===== src/hdl/rce_pkg.sv =====
// shared types, constants and register indexes of the release character escaper
package rce_pkg;

	localparam int MAX_TERM_LEN_DEF = 4;
	localparam int QUEUE_DEPTH      = 4;
	localparam int QPW              = $clog2(QUEUE_DEPTH);

	localparam logic [7:0]  DATA_SEP_RST  = 8'd58;
	localparam logic [7:0]  COMP_SEP_RST  = 8'd43;
	localparam logic [7:0]  RELEASE_RST   = 8'd63;
	localparam logic [2:0]  TERM_LEN_RST  = 3'd2;
	localparam logic [31:0] TERM_BYTES_RST = 32'h0000_0A22;

	localparam logic [2:0] REG_DATA_SEP   = 3'd0;
	localparam logic [2:0] REG_COMP_SEP   = 3'd1;
	localparam logic [2:0] REG_RELEASE    = 3'd2;
	localparam logic [2:0] REG_TERM_LEN   = 3'd3;
	localparam logic [2:0] REG_TERM_BYTES = 3'd4;

	typedef struct packed {
		logic [7:0]  data_sep;
		logic [7:0]  comp_sep;
		logic [7:0]  release_byte;
		logic [2:0]  term_len;
		logic [31:0] term_bytes;
	} cfg_t;

	typedef struct packed {
		logic [7:0] data;
		logic       last;
	} item_t;

	typedef struct packed {
		logic       valid;
		logic [7:0] data;
		logic       last;
	} emit_t;

	typedef enum logic [2:0] {
		CL_IDLE,
		CL_RAW,
		CL_ESC,
		CL_MATCH,
		CL_WAIT,
		CL_PASS
	} head_class_t;

endpackage


===== src/hdl/rce_queue.sv =====
// ingest queue between the stream input and the escape engine
module rce_queue (
	input  logic           clk,
	input  logic           arst_n,
	input  logic           push,
	input  rce_pkg::item_t push_item,
	output logic           full,
	input  logic           pop,
	output logic           not_empty,
	output rce_pkg::item_t head_item
);
	import rce_pkg::*;

	item_t          mem_q [QUEUE_DEPTH];
	logic [QPW-1:0] wr_ptr_q;
	logic [QPW-1:0] rd_ptr_q;
	logic [QPW:0]   count_q;
	logic           do_push;
	logic           do_pop;

	assign full      = (count_q == (QPW+1)'(QUEUE_DEPTH));
	assign not_empty = (count_q != '0);
	assign head_item = mem_q[rd_ptr_q];
	assign do_push   = push && !full;
	assign do_pop    = pop && not_empty;

	always_ff @(posedge clk) begin
		if (do_push) begin
			mem_q[wr_ptr_q] <= push_item;
		end
	end

	always_ff @(posedge clk or negedge arst_n) begin
		if (!arst_n) begin
			wr_ptr_q <= '0;
			rd_ptr_q <= '0;
			count_q  <= '0;
		end else begin
			if (do_push) begin
				wr_ptr_q <= wr_ptr_q + QPW'(1);
			end
			if (do_pop) begin
				rd_ptr_q <= rd_ptr_q + QPW'(1);
			end
			if (do_push && !do_pop) begin
				count_q <= count_q + (QPW+1)'(1);
			end else if (do_pop && !do_push) begin
				count_q <= count_q - (QPW+1)'(1);
			end
		end
	end

endmodule


===== src/hdl/rce_engine.sv =====
// escape engine: lookahead window, terminator match and byte emission
module rce_engine #(
	parameter int MAX_TERM_LEN = rce_pkg::MAX_TERM_LEN_DEF
) (
	input  logic           clk,
	input  logic           arst_n,
	input  rce_pkg::cfg_t  cfg,
	input  logic           q_valid,
	input  rce_pkg::item_t q_item,
	output logic           q_take,
	input  logic           slot_free,
	output rce_pkg::emit_t emit
);
	import rce_pkg::*;

	localparam int CW  = $clog2(MAX_TERM_LEN + 1);
	localparam int IW  = (MAX_TERM_LEN > 1) ? $clog2(MAX_TERM_LEN) : 1;
	localparam int TPW = ((MAX_TERM_LEN > 4) ? MAX_TERM_LEN : 4) * 8;

	logic [7:0]    win_q [MAX_TERM_LEN];
	logic [CW-1:0] fill_q;
	logic [CW-1:0] raw_q;
	logic          busy_q;
	logic          last_q;
	logic          phase_q;

	logic [CW-1:0]  eff_len;
	logic [TPW-1:0] term_pad;
	logic [7:0]     head;
	logic           special;
	logic           match;
	head_class_t    cls;
	logic           step_end;
	logic           two_byte;
	logic           go;
	logic           pop;

	assign term_pad = TPW'(cfg.term_bytes);
	assign eff_len  = (int'(cfg.term_len) > MAX_TERM_LEN) ? CW'(MAX_TERM_LEN)
		: CW'(cfg.term_len);
	assign head     = win_q[0];
	assign special  = (head == cfg.data_sep) || (head == cfg.comp_sep)
		|| (head == cfg.release_byte);

	always_comb begin
		match = 1'b1;
		for (int k = 0; k < MAX_TERM_LEN; k++) begin
			if ((k < int'(eff_len)) && (win_q[k] != term_pad[8*k +: 8])) begin
				match = 1'b0;
			end
		end
	end

	always_comb begin
		if (fill_q == '0) begin
			cls = CL_IDLE;
		end else if (raw_q != '0) begin
			cls = CL_RAW;
		end else if (special) begin
			cls = CL_ESC;
		end else if ((eff_len != '0) && (fill_q >= eff_len) && match) begin
			cls = CL_MATCH;
		end else if ((eff_len != '0) && (fill_q < eff_len) && !last_q) begin
			cls = CL_WAIT;
		end else begin
			cls = CL_PASS;
		end
	end

	assign step_end = !busy_q || (cls == CL_IDLE) || (cls == CL_WAIT);
	assign q_take   = step_end && q_valid;
	assign two_byte = (cls == CL_ESC) || (cls == CL_MATCH);
	assign go       = !step_end && slot_free;
	assign pop      = go && (!two_byte || phase_q);

	// release byte first on the first phase of a two byte emission
	always_comb begin
		emit.valid = go;
		emit.data  = (two_byte && !phase_q) ? cfg.release_byte : head;
		emit.last  = last_q && (fill_q == CW'(1)) && !(two_byte && !phase_q);
	end

	always_ff @(posedge clk) begin
		if (q_take) begin
			win_q[fill_q[IW-1:0]] <= q_item.data;
		end else if (pop) begin
			for (int i = 0; i < MAX_TERM_LEN - 1; i++) begin
				win_q[i] <= win_q[i+1];
			end
		end
		if (q_take) begin
			last_q <= q_item.last;
		end
	end

	always_ff @(posedge clk or negedge arst_n) begin
		if (!arst_n) begin
			fill_q  <= '0;
			raw_q   <= '0;
			busy_q  <= 1'b0;
			phase_q <= 1'b0;
		end else begin
			if (step_end) begin
				busy_q <= q_valid;
			end
			if (q_take) begin
				fill_q <= fill_q + CW'(1);
			end else if (pop) begin
				fill_q <= fill_q - CW'(1);
			end
			if (go) begin
				phase_q <= two_byte && !phase_q;
			end
			if (pop) begin
				if (cls == CL_MATCH) begin
					raw_q <= eff_len - CW'(1);
				end else if (cls == CL_RAW) begin
					raw_q <= raw_q - CW'(1);
				end
			end
		end
	end

endmodule


===== src/hdl/release_char_escaper.sv =====
// top level of the release character escaper
// Release character escaper: a byte stream (tlast on the final byte of a
// string) comes out with the release byte placed before every data
// separator, component separator and release byte, and once before each
// occurrence of the segment terminator string, whose remaining bytes then
// pass unchecked. Up to MAX_TERM_LEN bytes are held back in a lookahead
// window until the terminator can be decided; tlast flushes the window. The
// engine sends one output byte per cycle while the output register can take
// it, and takes no byte from the queue in a cycle in which it sends one. A
// four deep queue in front of the engine lets the input run ahead while the
// engine stalls on the output, and a single output register holds a finished
// byte while the next one is worked out. Registers are to be written through
// cfg_we/cfg_index/cfg_data with the stream quiet, which the block does not
// enforce; a change applies to bytes still held in the window as well.
module release_char_escaper #(
	parameter int MAX_TERM_LEN = rce_pkg::MAX_TERM_LEN_DEF
) (
	input  logic        clk,
	input  logic        arst_n,
	// input stream
	input  logic        s_axis_tvalid,
	output logic        s_axis_tready,
	input  logic [7:0]  s_axis_tdata,   // in_byte [7:0]
	input  logic        s_axis_tlast,   // in_last
	// output stream
	output logic        m_axis_tvalid,
	input  logic        m_axis_tready,
	output logic [7:0]  m_axis_tdata,   // out_byte [7:0]
	output logic        m_axis_tlast,   // out_last
	// register writes
	input  logic        cfg_we,
	input  logic [2:0]  cfg_index,
	input  logic [31:0] cfg_data
);
	import rce_pkg::*;

	cfg_t       cfg_q;
	logic       q_full;
	logic       q_valid;
	item_t      q_item;
	item_t      in_item;
	logic       q_take;
	logic       slot_free;
	emit_t      emit;
	logic       out_valid_q;
	logic [7:0] out_data_q;
	logic       out_last_q;

	// configuration registers, reset to the usual separator set
	always_ff @(posedge clk or negedge arst_n) begin
		if (!arst_n) begin
			cfg_q.data_sep     <= DATA_SEP_RST;
			cfg_q.comp_sep     <= COMP_SEP_RST;
			cfg_q.release_byte <= RELEASE_RST;
			cfg_q.term_len     <= TERM_LEN_RST;
			cfg_q.term_bytes   <= TERM_BYTES_RST;
		end else if (cfg_we) begin
			case (cfg_index)
				REG_DATA_SEP:   cfg_q.data_sep     <= cfg_data[7:0];
				REG_COMP_SEP:   cfg_q.comp_sep     <= cfg_data[7:0];
				REG_RELEASE:    cfg_q.release_byte <= cfg_data[7:0];
				REG_TERM_LEN:   cfg_q.term_len     <= cfg_data[2:0];
				REG_TERM_BYTES: cfg_q.term_bytes   <= cfg_data;
				default: begin
				end
			endcase
		end
	end

	// front: accept requests into the queue
	assign s_axis_tready = !q_full;
	assign in_item.data  = s_axis_tdata;
	assign in_item.last  = s_axis_tlast;

	rce_queue u_queue (
		.clk       (clk),
		.arst_n    (arst_n),
		.push      (s_axis_tvalid),
		.push_item (in_item),
		.full      (q_full),
		.pop       (q_take),
		.not_empty (q_valid),
		.head_item (q_item)
	);

	// back: escape engine, one output byte per cycle while the output register can take it
	rce_engine #(
		.MAX_TERM_LEN (MAX_TERM_LEN)
	) u_engine (
		.clk       (clk),
		.arst_n    (arst_n),
		.cfg       (cfg_q),
		.q_valid   (q_valid),
		.q_item    (q_item),
		.q_take    (q_take),
		.slot_free (slot_free),
		.emit      (emit)
	);

	// output register, which can be refilled in the cycle it is taken
	assign slot_free = !out_valid_q || m_axis_tready;

	always_ff @(posedge clk or negedge arst_n) begin
		if (!arst_n) begin
			out_valid_q <= 1'b0;
		end else if (emit.valid) begin
			out_valid_q <= 1'b1;
		end else if (m_axis_tready) begin
			out_valid_q <= 1'b0;
		end
	end

	always_ff @(posedge clk) begin
		if (emit.valid) begin
			out_data_q <= emit.data;
			out_last_q <= emit.last;
		end
	end

	assign m_axis_tvalid = out_valid_q;
	assign m_axis_tdata  = out_data_q;
	assign m_axis_tlast  = out_last_q;

endmodule


===== config.mk =====
export PLATFORM = sky130hd
export DESIGN_NAME = release_char_escaper
export DESIGN_NICKNAME = d
export VERILOG_FILES = /design/src/hdl/rce_pkg.sv /design/src/hdl/rce_queue.sv /design/src/hdl/rce_engine.sv /design/src/hdl/release_char_escaper.sv
export SDC_FILE = /design/constraint.sdc
export NUM_CORES = 1
export LEC_CHECK = 0
export ABC_AREA = 1
export CAP_MARGIN = 20
export CORE_ASPECT_RATIO = 2
export CORE_MARGIN = 3
export CORE_UTILIZATION = 43
export DETAILED_ROUTE_END_ITERATION = 10
export DONT_BUFFER_PORTS = 1
export HOLD_SLACK_MARGIN = 0.06
export SYNTH_ARGS = -nofsm -noshare
export SYNTH_HDL_FRONTEND = slang
export SYNTH_SLANG_ARGS = --single-unit
export TNS_END_PERCENT = 1

===== constraint.sdc =====
create_clock -name clk -period 9.3 [get_ports clk]
set_clock_uncertainty 0.15 [all_clocks]
set_input_delay 1.395 -clock clk [delete_from_list [all_inputs] [get_ports clk]]
set_output_delay 1.395 -clock clk [all_outputs]
set_load 0.05 [all_outputs]

# After elaboration in Yosys (flattened, before gate mapping)
# Memory sizes are Yosys's and may differ from the RTL's.
# Index checks and enable logic that the tools add are counted.
totals:
  ram_bits: 68
  rom_bits: 0
  output_inout_bits: 11
  latchBits: 0
  regBits: 85
  memories: 2
  input_bits: 49
  word_cells: 131
mem_list:
  columns: ["memory", "depth", "width", "read_ports", "rd_ports_with_merged_regs", "write_ports", "line_no", "rtl"]
  rows:
  - ["u_queue.mem_q", 4, 9, 1, 0, 1, "rce_queue.sv:14", "item_t mem_q [QUEUE_DEPTH];"]
  - ["u_engine.win_q", 4, 8, 4, 0, 3, "rce_engine.sv:20", "logic [7:0] win_q [MAX_TERM_LEN];"]
op_classes:
  div_mod_pow: 0
  addsub: 8
  reduce_logical: 52
  shift: 0
  n_bitwise: 0
  magnitude_cmp: 7
  muxes: 29
  n_mul: 0
  eq_ne: 17
ops:
  columns: ["cell", "n"]
  rows:
  - ["3-bit 2-to-1 mux", 11]
  - ["8-bit inequality test", 4]
  - ["8-bit == test", 3]
  - ["1-bit logical AND", 18]
  - ["8-bit 2-to-1 mux", 2]
  - ["1-bit 2-to-1 mux", 15]
  - ["3-bit by 2-bit == test with 1-bit output, second input constant", 4]
  - ["2-bit AND reduction", 6]
  - ["3-bit by 1-bit subtractor with 3-bit output, second input constant", 4]
  - ["1-bit zero test", 10]
  - ["3-bit by 1-bit == test with 1-bit output, second input constant", 3]
  - ["3-bit == test, second input constant", 3]
  - ["3-bit zero test", 3]
  - ["3-bit nonzero test", 3]
  - ["2-bit nonzero test", 4]
  - ["8-bit OR reduction", 1]
  - ["1-bit logical OR", 7]
  - ["3-bit by 1-bit adder with 3-bit output, second input constant", 2]
  - ["1-bit by 3-bit < comparator with 1-bit output, first input constant", 2]
  - ["2-bit by 3-bit < comparator with 1-bit output, first input constant", 2]
  - ["2-bit by 1-bit adder with 2-bit output, second input constant", 2]
  - ["3-bit greater-or-equal comparator", 1]
  - ["3-bit greater-than comparator, second input constant", 1]
  - ["3-bit < comparator", 1]
  - ["2-bit 2-to-1 mux", 1]

# Depth between registers and ports, before layout
# Gate-level depths: netlist (run 1).
depth:
  word_depth: 24
  ltp_mapped: 19
  ltp_nobuf: 18

# Cells and area by module
# Synthesis (run 1) repeated with hierarchy kept, for this count alone.
hier_totals:
  cells_unflattened: 856
  area_unflattened_um2: 7683.6
modules_own_cells:
  columns: ["mod", "cells_each", "area_per_inst_um2", "seq_area_each_um2", "n_inst"]
  rows:
  - ["rce_engine", 412, 3071.7, 1191.1, 1]
  - ["release_char_escaper", 280, 2732.6, 1795.5, 1]
  - ["rce_queue", 164, 1879.3, 1256.2, 1]

# Worst setup path before layout (run 1)
# OpenSTA, ideal clock, no wires.
synth_timing:
  path_type: "register -> register"
  start: "reg cfg_q[34] in the netlist's numbering"
  end: "reg u_queue.count_q[2]"
  n_path_buf: 1
  setup_ns: 0.124
  synth_period_minus_slack_ns: 2.991
  path_stages_with_launch: 17
  t_arrival_ns: 2.717
  required_ns: 9.026
  path_slack_ns: 6.309
  cell_sequence: "dfrtp_1 -> nor2_1 -> inv_1 -> ha_1 -> ha_1 -> nor3_2 -> nor2_4 -> nor2_4 -> nand3_4 -> nand2_2 -> nand2_1 -> buf_6 -> ha_1 -> fa_1 -> a21oi_1 -> o21ai_0 -> xnor2_1"
synth_between:
  elab_chain_len: 21
  word_cells_on_any_way: 37
  classes_between: "7 x order compare; 1 x eq/ne; 11 x mux; 18 x reduce/logical"
synth_lines:
  columns: ["item", "line_no", "rtl"]
  rows:
  - ["from (decl)", "release_char_escaper.sv:37", "cfg_t cfg_q;"]
  - ["3-bit greater-than comparator", "rce_engine.sv:39", "assign eff_len = (int'(cfg.term_len) > MAX_TERM_LEN) ? CW'(MAX_TERM_LEN)"]
  - ["3-bit 2-to-1 mux (*)", "rce_engine.sv:39", null]
  - ["1-bit by 3-bit < comparator with 1-bit output", "rce_engine.sv:48", "if ((k < int'(eff_len)) && (win_q[k] != term_pad[8*k +: 8])) begin"]
  - ["1-bit logical AND", "rce_engine.sv:48", null]
  - ["1-bit 2-to-1 mux (4 in series)", "rce_engine.sv:48", null]
  - ["1-bit logical AND", "rce_engine.sv:61", "end else if ((eff_len != '0) && (fill_q >= eff_len) && match) begin"]
  - ["3-bit 2-to-1 mux (*)", "rce_engine.sv:61", null]
  - ["3-bit 2-to-1 mux (*)", "rce_engine.sv:59", "end else if (special) begin"]
  - ["[... 2 more ...]", null, null]
  - ["3-bit zero test", "rce_engine.sv:70", "assign step_end = !busy_q || (cls == CL_IDLE) || (cls == CL_WAIT);"]
  - ["1-bit logical OR", "rce_engine.sv:70", null]
  - ["1-bit logical OR (*)", "rce_engine.sv:70", null]
  - ["1-bit logical AND (*)", "rce_engine.sv:71", "assign q_take = step_end && q_valid;"]
  - ["1-bit logical AND (*)", "rce_queue.sv:25", "assign do_pop = pop && not_empty;"]
  - ["1-bit zero test", "rce_queue.sv:45", "if (do_push && !do_pop) begin"]
  - ["1-bit logical AND", "rce_queue.sv:45", null]
  - ["3-bit 2-to-1 mux or 2-bit nonzero test (tied branches)", null, null]
  - ["to (signal assigned)", "rce_queue.sv:46", "count_q <= count_q + (QPW+1)'(1);"]
  - ["to (signal assigned)", "rce_queue.sv:48", "count_q <= count_q - (QPW+1)'(1);"]
  - ["to (decl)", "rce_queue.sv:17", "logic [QPW:0] count_q;"]
# Mark *: on every way between the ends. The rest lies on a longest branch, timed or not.
# A chain may end at the register's enable or synchronous reset.

# Worst setup path after layout (run 1)
# Same ends and word-level chain as after synthesis.

==> run_results.csv, run 1 <==
group,metric,value,unit
floorplanning,die_area,18700,um2
clocking,holdBufCountCts,0,
yosys,syn-num-nets,805,
pwr,p_leak,0.00351,uW
final_layout,diodes,0,
sta,hold_viol,0,
pwr,power_density,355,nW/um2
sta,fin_crit,3.46,ns
flow_run,cap_violations,0,
yosys,yosys_most_used_dff,"edfxtp_1",
sta,tightest_slew,0.895,ns
global_routing,antenna_found_initial,0,
global_routing,grt_pass1_vias,4978,
floorplanning,start_util,44.4,%
critical_path,cp_slowest_cell,"dfrtp_1",
route,first_pass_iters,4,
min_path,hp-class,"reg -> reg",
yosys,async_flop_share,49.0,%
final_layout,fin_nets,800,
place,port-buffer-count,0,
clocking,post_cts.repair.setup_buffers,0,
floorplanning,die_y,190,um
yosys,synth_edf_count,78,
critical_path,arrival,3.61,ns
critical_path,crit_type,"reg -> reg",
yosys,synth-seq-cells,153,
sta,rsz0062_at_grt,"no",
global_routing,grt_max_degree,76,
place,post-place-ws,5.87,ns
pwr,max-vdd-ir-drop,0.177,mV
critical_path,crit_required,9.45,ns
clocking,clk_latency,0.42,ns
yosys,syn_inst,739,
clocking,tritoncts,"yes",
sta,finalCritPeriodShare,37.2,%
place,gp_congestion,0.818,
route,post_drt_wl_per_cell,15.8,um
route,num_vias,4749,
min_path,hold_depth,2,
global_routing,grt_use_total,16.9,%
critical_path,cp_max_fo,11,
global_routing,overflow,0,
route,first_iter_violations,172,
sta,drv_slew,0,
outcome,outcome,"finished, final reports clean",
place,hpwl,11.3,mm
route,remaining_drc_errors,0,
yosys,ys_warn_count,0,
floorplanning,die_w,98.2,um
clocking,cts_root_buf,"clkbuf_16",
floorplanning,core_region_area,16400,um2
sta,setup_viol,0,
route,vias_per_cell,4.99,
sta,fin_tns_setup,0,ns
critical_path,path_common_cell,"ha_1",
route,drtAntennaViolNets,0,
clocking,path_clk_slew,0.07,ns
critical_path,path_cells,"nor2_1 > inv_1 > ha_1 > ha_1 > nor3_2 > nor2_4 > nor2_4 > nand3_4 > nand2_2 > nand2_1 > ha_1 > fa_1 > a21oi_1 > o21ai_0 > xnor2_1",
clocking,cts_buffer_depth,2,
floorplanning,boundaryPins,60,
clocking,clock-sinks,153,
critical_path,endpoint_kind,"flop",
sta,slew_headroom,40.1,%
sta,fmax,289,MHz
final_layout,drive_gt1_share,14.1,%
critical_path,worstSetupStartpointType,"flop",
yosys,ys_types,29,
critical_path,reg2reg_depth,15,
critical_path,cpPeakStageDelay,0.45,ns
clocking,cts_max_level,4,
sta,worst_slack,5.84,ns
clocking,cts_resized,0,
yosys,syn_area,7300,um2
yosys,syn_avg_cell_area,9.88,um2
route,routed_wl,15.0,mm
global_routing,grt_pass1_wl,24.3,mm
final_layout,layout-area-overhead-vs-synth,10.1,%
floorplanning,rows,66,
clocking,cts_made_buffers,17,
yosys,yosysSeqAreaShare,58.1,%
[stage by stage]
step	utilization (%)	area, um2	power [uW]	cells	hold WS [ns]
after global routing	48.9	8040	3060	951	0.350
after detailed placement	45.2	7420	2200	918	0.321
after floorplan	-	7300	1990	739	0.292
after global placement	45.2	7420	2150	918	0.313
after CTS	48.8	8020	2890	950	0.336
final	48.9	8040	2860	951	0.328
[worst paths after layout]
path | slack, ns | start | to
setup / recovery | 5.84 | cfg_q[34] | u_queue.count_q[2]
hold / removal | 0.33 | u_engine.raw_q[1] | u_engine.raw_q[1]
setup reg to reg | 5.84 | cfg_q[34] | u_queue.count_q[2]
hold reg to reg | 0.33 | u_engine.raw_q[1] | u_engine.raw_q[1]
max in group asynchronous | 8.27 | arst_n | cfg_q[11]
min in group asynchronous | 0.51 | arst_n | u_engine.raw_q[0]
[where the power goes]
group	leakage [uW]	internal [uW]	switching [uW]	total, uW
Clock	0.000298	375	309	684
Sequential	0.00160	1020	245	1260
Combinational	0.00161	332	581	913
[critical path, delay by kind of cell, from the launching register on]
| family | cells | cell delay, ns |
|---|---|---|
| simple gates | 7 | 1.06 |
| flops | 1 | 0.45 |
| buf+inv | 1 | 0.09 |
| compound gates | 2 | 0.28 |
| fa+ha+maj | 4 | 1.15 |
| xor+xnor | 1 | 0.15 |
[layout make-up]
| class | count | area, um2 |
|---|---|---|
| timing repair buffer | 1 | 27.5 |
| clock inverter | 14 | 141 |
| multi-input combinational | 479 | 2620 |
| fill | 1415 | 8390 |
| tap | 204 | 255 |
| inverter | 82 | 308 |
| sequential | 153 | 4240 |
| clock buffer | 18 | 450 |
[synth_stat cells (13+ instances only)]
cell	number	area (um2)
nand3_1	15	75.1
edfxtp_1	78	2340
inv_1	72	270
clkbuf_1	13	48.8
nor2_1	52	195
dfstp_2	19	499
nand2_1	216	811
ha_1	16	200
xnor2_1	41	359
mux2_2	16	180
o21ai_0	63	315
dfrtp_1	56	1400
[sequential cells by signal (all words and copies together), names as in the netlist]
register,count
u_engine.fill_q,3
m_axis_tvalid,1
u_queue.count_q,3
cfg_q,59
u_engine.win_q,32
u_engine.raw_q,3
m_axis_tdata,8
u_engine.last_q,1
u_queue.wr_ptr_q,2
u_queue.rd_ptr_q,2
u_engine.busy_q,1
u_engine.phase_q,1
u_queue.mem_q,36
m_axis_tlast,1
[cell usage in the layout (no fill, tap or decap), types with 2 or more instances in the layout]
master / Yosys / final
nor2_1: 52 / 52
nand3_2: 1 / 2
xnor2_1: 41 / 41
a21oi_1: 12 / 12
o21ai_1: 2 / 2
o21ai_0: 63 / 63
inv_8: 0 / 7
nor2_4: 3 / 3
nand4_1: 5 / 5
nand3_1: 15 / 14
inv_2: 10 / 10
o21ai_2: 8 / 8
inv_6: 0 / 4
mux2_2: 16 / 16
inv_1: 72 / 72
nand3_4: 3 / 3
edfxtp_1: 78 / 78
nand2_4: 4 / 4
clkbuf_16: 0 / 18
o22ai_1: 9 / 9
dfstp_2: 19 / 19
dfrtp_1: 56 / 56
ha_1: 16 / 16
xor2_1: 4 / 4
nand2_2: 6 / 6
nand2_1: 216 / 216
[cell families after synthesis]
family,share of synthesized area (%)
simple gates,17.9
flops,58.1
buf+inv,6.13
compound gates,7.01
xor+xnor,5.40
fa+ha+maj,3.02
mux,2.47
[per-layer routing]
metal | part of all wire [%] | vias up | global-route usage (%) | routed length [um]
met3 | 3.9 | 31 | 4.28 | 580
met2 | 57 | 98 | 32.0 | 8480
met5 | 0 | - | 0 | 0
li1 | - | 2367 | - | -
met1 | 35 | 2253 | 16.1 | 5300
met4 | 4.2 | 0 | 9.52 | 623
Power figures use the tool's default switching activity.
==> run 2: changes to the inputs <==
==> constraint.sdc (replaced) <==
create_clock -name clk -period 2.86 [get_ports clk]
set_clock_uncertainty 0.15 [all_clocks]
set_input_delay 0.429 -clock clk [delete_from_list [all_inputs] [get_ports clk]]
set_output_delay 0.429 -clock clk [all_outputs]
set_load 0.05 [all_outputs]
==> run 2 against run 1 <==
Power increased to 3.4 times the previous value. Critical path type unchanged. Critical path depth unchanged. First-iteration DRC count increased by 33%. Wire length increased by 4.3%. Fmax increased by 25%. Clock-buffer cell count increased by 1. Design area increased by 6.8%. Cell count increased by 5.3%. Register-to-register slack got worse by 5.7 ns. Highest routed layer unchanged. Clock power increased to 3.1 times the previous value.
==> run_results.csv, run 2 (synthesis gave the netlist of run 1 again) <==
group,metric,value,unit
outcome,outcome,"finished, final reports clean",
clocking,clk_latency,0.41,ns
flow_run,cap_violations,0,
final_layout,layout-area-overhead-vs-synth,17.6,%
floorplanning,die_y,190,um
global_routing,grt_pass1_vias,5182,
clocking,cts_root_buf,"clkbuf_16",
route,first_iter_violations,228,
clocking,cts_made_buffers,17,
route,num_vias,4949,
floorplanning,boundaryPins,60,
route,routed_wl,15.6,mm
place,hpwl,11.4,mm
global_routing,grt_max_degree,76,
floorplanning,rows,66,
sta,fin_tns_setup,0,ns
final_layout,fin_nets,850,
pwr,max-vdd-ir-drop,0.609,mV
global_routing,grt_use_total,17.2,%
final_layout,largest_register_ffs,59,
clocking,clock-sinks,153,
critical_path,worstSetupStartpointType,"flop",
sta,fin_crit,2.76,ns
floorplanning,die_area,18700,um2
pwr,power_density,1120,nW/um2
place,gp_congestion,0.798,
final_layout,mostFrequentLayoutCells,"nand2_1 (212), edfxtp_1 (78), inv_1 (71)",
final_layout,instances_no_fill,1001,
critical_path,crit_type,"reg -> reg",
clocking,tritoncts,"yes",
route,first_pass_iters,6,
final_layout,drive_gt1_share,16.2,%
sta,fmax,362,MHz
place,place_inst,932,
sta,hold_viol,0,
global_routing,grt_pass1_wl,25.0,mm
clocking,cts_buffer_depth,2,
pwr,p_leak,0.00371,uW
floorplanning,die_w,98.2,um
final_layout,largestRegisters,"cfg_q: 59 flops, u_queue.mem_q: 36 flops, u_engine.win_q: 32 flops",
final_layout,layout_commonest_cell,"nand2_1",
final_layout,fillers,1435,
place,place_area,7580,um2
critical_path,cp_max_fo,3,
final_layout,diodes,0,
floorplanning,core_region_area,16400,um2
critical_path,crit_required,3.01,ns
sta,slew_headroom,57.5,%
route,post_drt_wl_per_cell,15.6,um
global_routing,overflow,0,
critical_path,arrival,2.91,ns
clocking,path_clk_slew,0.06,ns
route,drtAntennaViolNets,0,
sta,drv_slew,0,
route,vias_per_cell,4.94,
final_layout,top_register,"cfg_q",
sta,setup_viol,0,
route,remaining_drc_errors,0,
place,port-buffer-count,0,
critical_path,endpoint_kind,"flop",
floorplanning,start_util,44.4,%
sta,hold_ws,0.0916,ns
final_layout,final_cell_area,8590,um2
sta,tightest_slew,0.636,ns
global_routing,antenna_found_initial,0,
clocking,cts_max_level,4,
min_path,hp-class,"in -> reg",
sta,finalCritPeriodShare,96.6,%
critical_path,reg2reg_slack,0.1,ns
[run 2: where the power goes]
part           leakage, uW  total, uW  internal [uW]  switching [uW]
clock             0.000266       2140           1280             866
sequential         0.00160       4110           3300             808
combinational      0.00184       3340           1330            2010
total              0.00371       9590           5900            3690
[run 2: routing by layer]
layer	up-vias	wire [um]	part of all wire [%]	track usage (%)
met5	-	0	0	0
met4	0	524	3.4	6.58
met1	2366	5560	36	17.0
li1	2468	-	-	-
met2	84	9080	58	34.1
met3	31	471	3.0	3.70
[run 2: worst max-delay path, cell delays in order (launching register included)]
cell and delay (ns):
dfstp_2 0.54, nand2_2 0.09, ha_4 0.22, nand3_2 0.08
nand2_2 0.07, nor3_4 0.21, nor2_4 0.06, nor2_4 0.10
nand3_4 0.10, nand2_4 0.08, nand2_2 0.08, ha_4 0.18
fa_2 0.34, a21oi_1 0.13, o21ai_1 0.10, xnor2_1 0.12
[run 2: stage by stage]
stage	util, %	total power (uW)	worst slack (ns)
final	52.3	9590	0.0975
after global routing	52.3	10300	-0.00402
after CTS	51.8	9560	0.00567
after detailed placement	46.1	7320	-0.0238
after global placement	46.1	7170	0.0309
after floorplan	-	6510	0.0119
[run 2: timing repair]
item                                    in CTS  in global routing
buffers inserted                             1                  0
endpoints found under the setup margin       1                 17
gates cloned                                 0                  1
pin swaps                                    1                  5
endpoints found under the hold margin      135                  0
gates resized for setup                      1                 12
hold buffers                                35                  0
[run 2: cell type report]
class                      instances  area [um2]  share of cell area (%)
multi-input combinational        480        2710                    31.6
timing repair buffer              50         505                    5.89
clock buffer                      19         433                    5.04
tap                              204         255                    2.97
clock inverter                    13         130                    1.52
sequential                       153        4240                    49.4
inverter                          82         308                    3.58
[run 2: final timing paths]
check                      depth (start not counted)            endpoint              start
min reg2reg                                        2   u_engine.raw_q[1]  u_engine.raw_q[1]
max                                               15  u_queue.count_q[2]          cfg_q[33]
min in group asynchronous                          2   u_engine.raw_q[0]             arst_n
max reg2reg                                       15  u_queue.count_q[2]          cfg_q[33]
max in group asynchronous                          2           cfg_q[11]             arst_n
min                                                2           cfg_q[39]        cfg_data[4]
==> run 3: changes to the inputs <==
--- a/config.mk
+++ b/config.mk
@@ -10,6 +10,7 @@
 export CORE_ASPECT_RATIO = 2
 export CORE_MARGIN = 3
 export CORE_UTILIZATION = 43
+export CTS_BUF_LIST = sky130_fd_sc_hd__clkbuf_8
 export DETAILED_ROUTE_END_ITERATION = 10
 export DONT_BUFFER_PORTS = 1
 export HOLD_SLACK_MARGIN = 0.06
==> run 3 against run 2 <==
Sequential share of layout area rose by 0.66 points. Hold slack got worse by 0.0073 ns. Combinational power barely moved. Critical endpoint unchanged. Critical path depth did not move. Setup slack got worse by 0.0064 ns. Global-route usage barely moved. Critical path type unchanged.
==> run_results.csv, run 3 (synthesis gave the netlist of run 1 again) <==
group,metric,value,unit
final_layout,instances_no_fill,1009,
pwr,power_density,1060,nW/um2
pwr,p_sw,3610,uW
final_layout,seqCellArea,4240,um2
pwr,pwr-share-seq,45.6,%
route,remaining_drc_errors,0,
clocking,cts_buffer_depth,2,
pwr,pwr-share-clk,17.3,%
floorplanning,die_area,18700,um2
place,gp_congestion,0.798,
pwr,p_leak,0.00367,uW
critical_path,crit_required,3.04,ns
global_routing,antenna_found_initial,0,
final_layout,diodes,0,
sta,fmax,361,MHz
route,first_iter_violations,238,
sta,setup_viol,0,
place,hpwl,11.4,mm
final_layout,layout_commonest_cell,"nand2_1",
floorplanning,rows,66,
final_layout,largestRegisters,"cfg_q: 59 flops, u_queue.mem_q: 36 flops, u_engine.win_q: 32 flops",
final_layout,fin_nets,858,
final_layout,final_cell_area,8470,um2
outcome,outcome,"finished, final reports clean",
clocking,clock-sinks,153,
flow_run,cap_violations,0,
floorplanning,boundaryPins,60,
place,place_area,7580,um2
route,num_vias,4935,
min_path,hp-class,"in -> reg",
sta,finalCritPeriodShare,96.8,%
place,port-buffer-count,0,
final_layout,drive_gt1_share,16.1,%
route,drtAntennaViolNets,0,
floorplanning,die_y,190,um
sta,drv_slew,0,
final_layout,mostFrequentLayoutCells,"nand2_1 (212), edfxtp_1 (78), inv_1 (73)",
global_routing,grt_pass1_vias,5183,
global_routing,grt_max_degree,76,
critical_path,cp_slowest_cell,"dfstp_2",
final_layout,multi_input_area,2710,um2
pwr,switching_share,40.1,%
clocking,cts_made_buffers,17,
critical_path,worstSetupStartpointType,"flop",
clocking,cts_max_level,4,
final_layout,largest_register_ffs,59,
pwr,max-vdd-ir-drop,0.481,mV
floorplanning,die_w,98.2,um
clocking,tritoncts,"yes",
route,post_drt_wl_per_cell,15.4,um
critical_path,arrival,2.95,ns
global_routing,grt_pass1_wl,24.9,mm
critical_path,endpoint_kind,"flop",
sta,tightest_slew,0.629,ns
global_routing,overflow,0,
critical_path,path_cells,"nand2_2 > ha_4 > a21oi_4 > nand2_2 > nor3_4 > nor2_4 > nor2_4 > nand3_4 > nand2_4 > nand2_2 > ha_4 > fa_2 > a21oi_1 > o21ai_1 > xnor2_1",
route,first_pass_iters,4,
final_layout,fillers,1464,
clocking,cts_root_buf,"clkbuf_8",
pwr,pwr-share-comb,37.1,%
pwr,power,9000,uW
route,vias_per_cell,4.89,
sta,hold_viol,0,
critical_path,path_common_cell,"nand2_2",
critical_path,cpPeakStageDelay,0.54,ns
global_routing,grt_use_total,17.2,%
pwr,intPower,5390,uW
sta,slew_headroom,58.0,%
final_layout,layout-area-overhead-vs-synth,16.0,%
sta,fin_crit,2.77,ns
floorplanning,core_region_area,16400,um2
critical_path,cp_max_fo,3,
clocking,path_clk_slew,0.08,ns
final_layout,top_register,"cfg_q",
clocking,clk_latency,0.44,ns
place,place_inst,932,
floorplanning,start_util,44.4,%
critical_path,crit_type,"reg -> reg",
route,routed_wl,15.5,mm
## run 3: cell count changes in the layout (fill, tap and decap cells not counted)
cell / change
inv_1: +2
clkbuf_1: -2
dlygate4sd3_1: +7
buf_4: +1
clkbuf_8: +17
clkbuf_16: -17
## run 3: timing repair
| action | in CTS | in global routing |
|---|---|---|
| resized for setup | 1 | 12 |
| buffers inserted | 1 | 1 |
| endpoints found under the setup margin | 1 | 15 |
| endpoints found under the hold margin | 147 | 0 |
| pin swaps | 1 | 6 |
| cloned | 0 | 1 |
| hold buffers | 42 | 0 |
## run 3: worst paths after layout
check	from	end	cells past startpoint	slack, ns
setup / recovery	cfg_q[33]	u_queue.count_q[2]	15	0.09
hold / removal	cfg_data[7]	cfg_q[42]	2	0.08
setup reg to reg	cfg_q[33]	u_queue.count_q[2]	15	0.09
hold reg to reg	u_engine.raw_q[1]	u_engine.raw_q[1]	2	0.35
max in group asynchronous	arst_n	cfg_q[11]	2	1.80
min in group asynchronous	arst_n	u_engine.raw_q[0]	2	0.37
## run 3: worst max-delay path: cells and delay by family, from the launching register on
family | cells | cell delay (ns)
xor gates and xnor gates | 1 | 0.12
DFF | 1 | 0.54
adders and majority gates | 3 | 0.69
and+or+nand+nor | 8 | 0.80
AOI/OAI and AO/OA | 3 | 0.37
## run 3: power groups by stage
| stage | combinational [uW] | clock [uW] | sequential (uW) |
|---|---|---|---|
| after floorplan | 2640 | 0 | 3870 |
| after global placement | 3060 | 0 | 4110 |
| after detailed placement | 3180 | 0 | 4140 |
| after CTS | 3280 | 1600 | 4100 |
| after global routing | 3800 | 1700 | 4190 |
| final | 3340 | 1560 | 4100 |
## run 3: area by class of cell
cell class	instances	area share, %
Multi-Input combinational cell	480	32.0
Sequential cell	153	50.1
Timing Repair Buffer	58	6.88
Tap cell	204	3.01
Clock buffer	17	2.76
Clock inverter	15	1.62
Inverter	82	3.63
## run 3: per-stage QoR
| stage | TNS (ns) | utilization (%) | hold WS (ns) | setup slack (ns) |
|---|---|---|---|---|
| after floorplan | 0 | - | -0.0166 | 0.0119 |
| after global placement | 0 | 46.1 | -0.0113 | 0.0309 |
| final | 0 | 51.6 | 0.0843 | 0.0911 |
| after detailed placement | -0.0238 | 46.1 | -0.0113 | -0.0238 |
| after CTS | 0 | 51.1 | 0.0818 | 0.00231 |
| after global routing | -0.235 | 51.6 | 0.0900 | -0.0228 |
## run 3: layer usage
layer	up-vias	track usage (%)	share of wire [%]
met5	-	0	0
li1	2480	-	-
met4	0	6.42	2.5
met1	2343	17.0	36
met3	23	3.55	2.7
met2	89	34.2	59
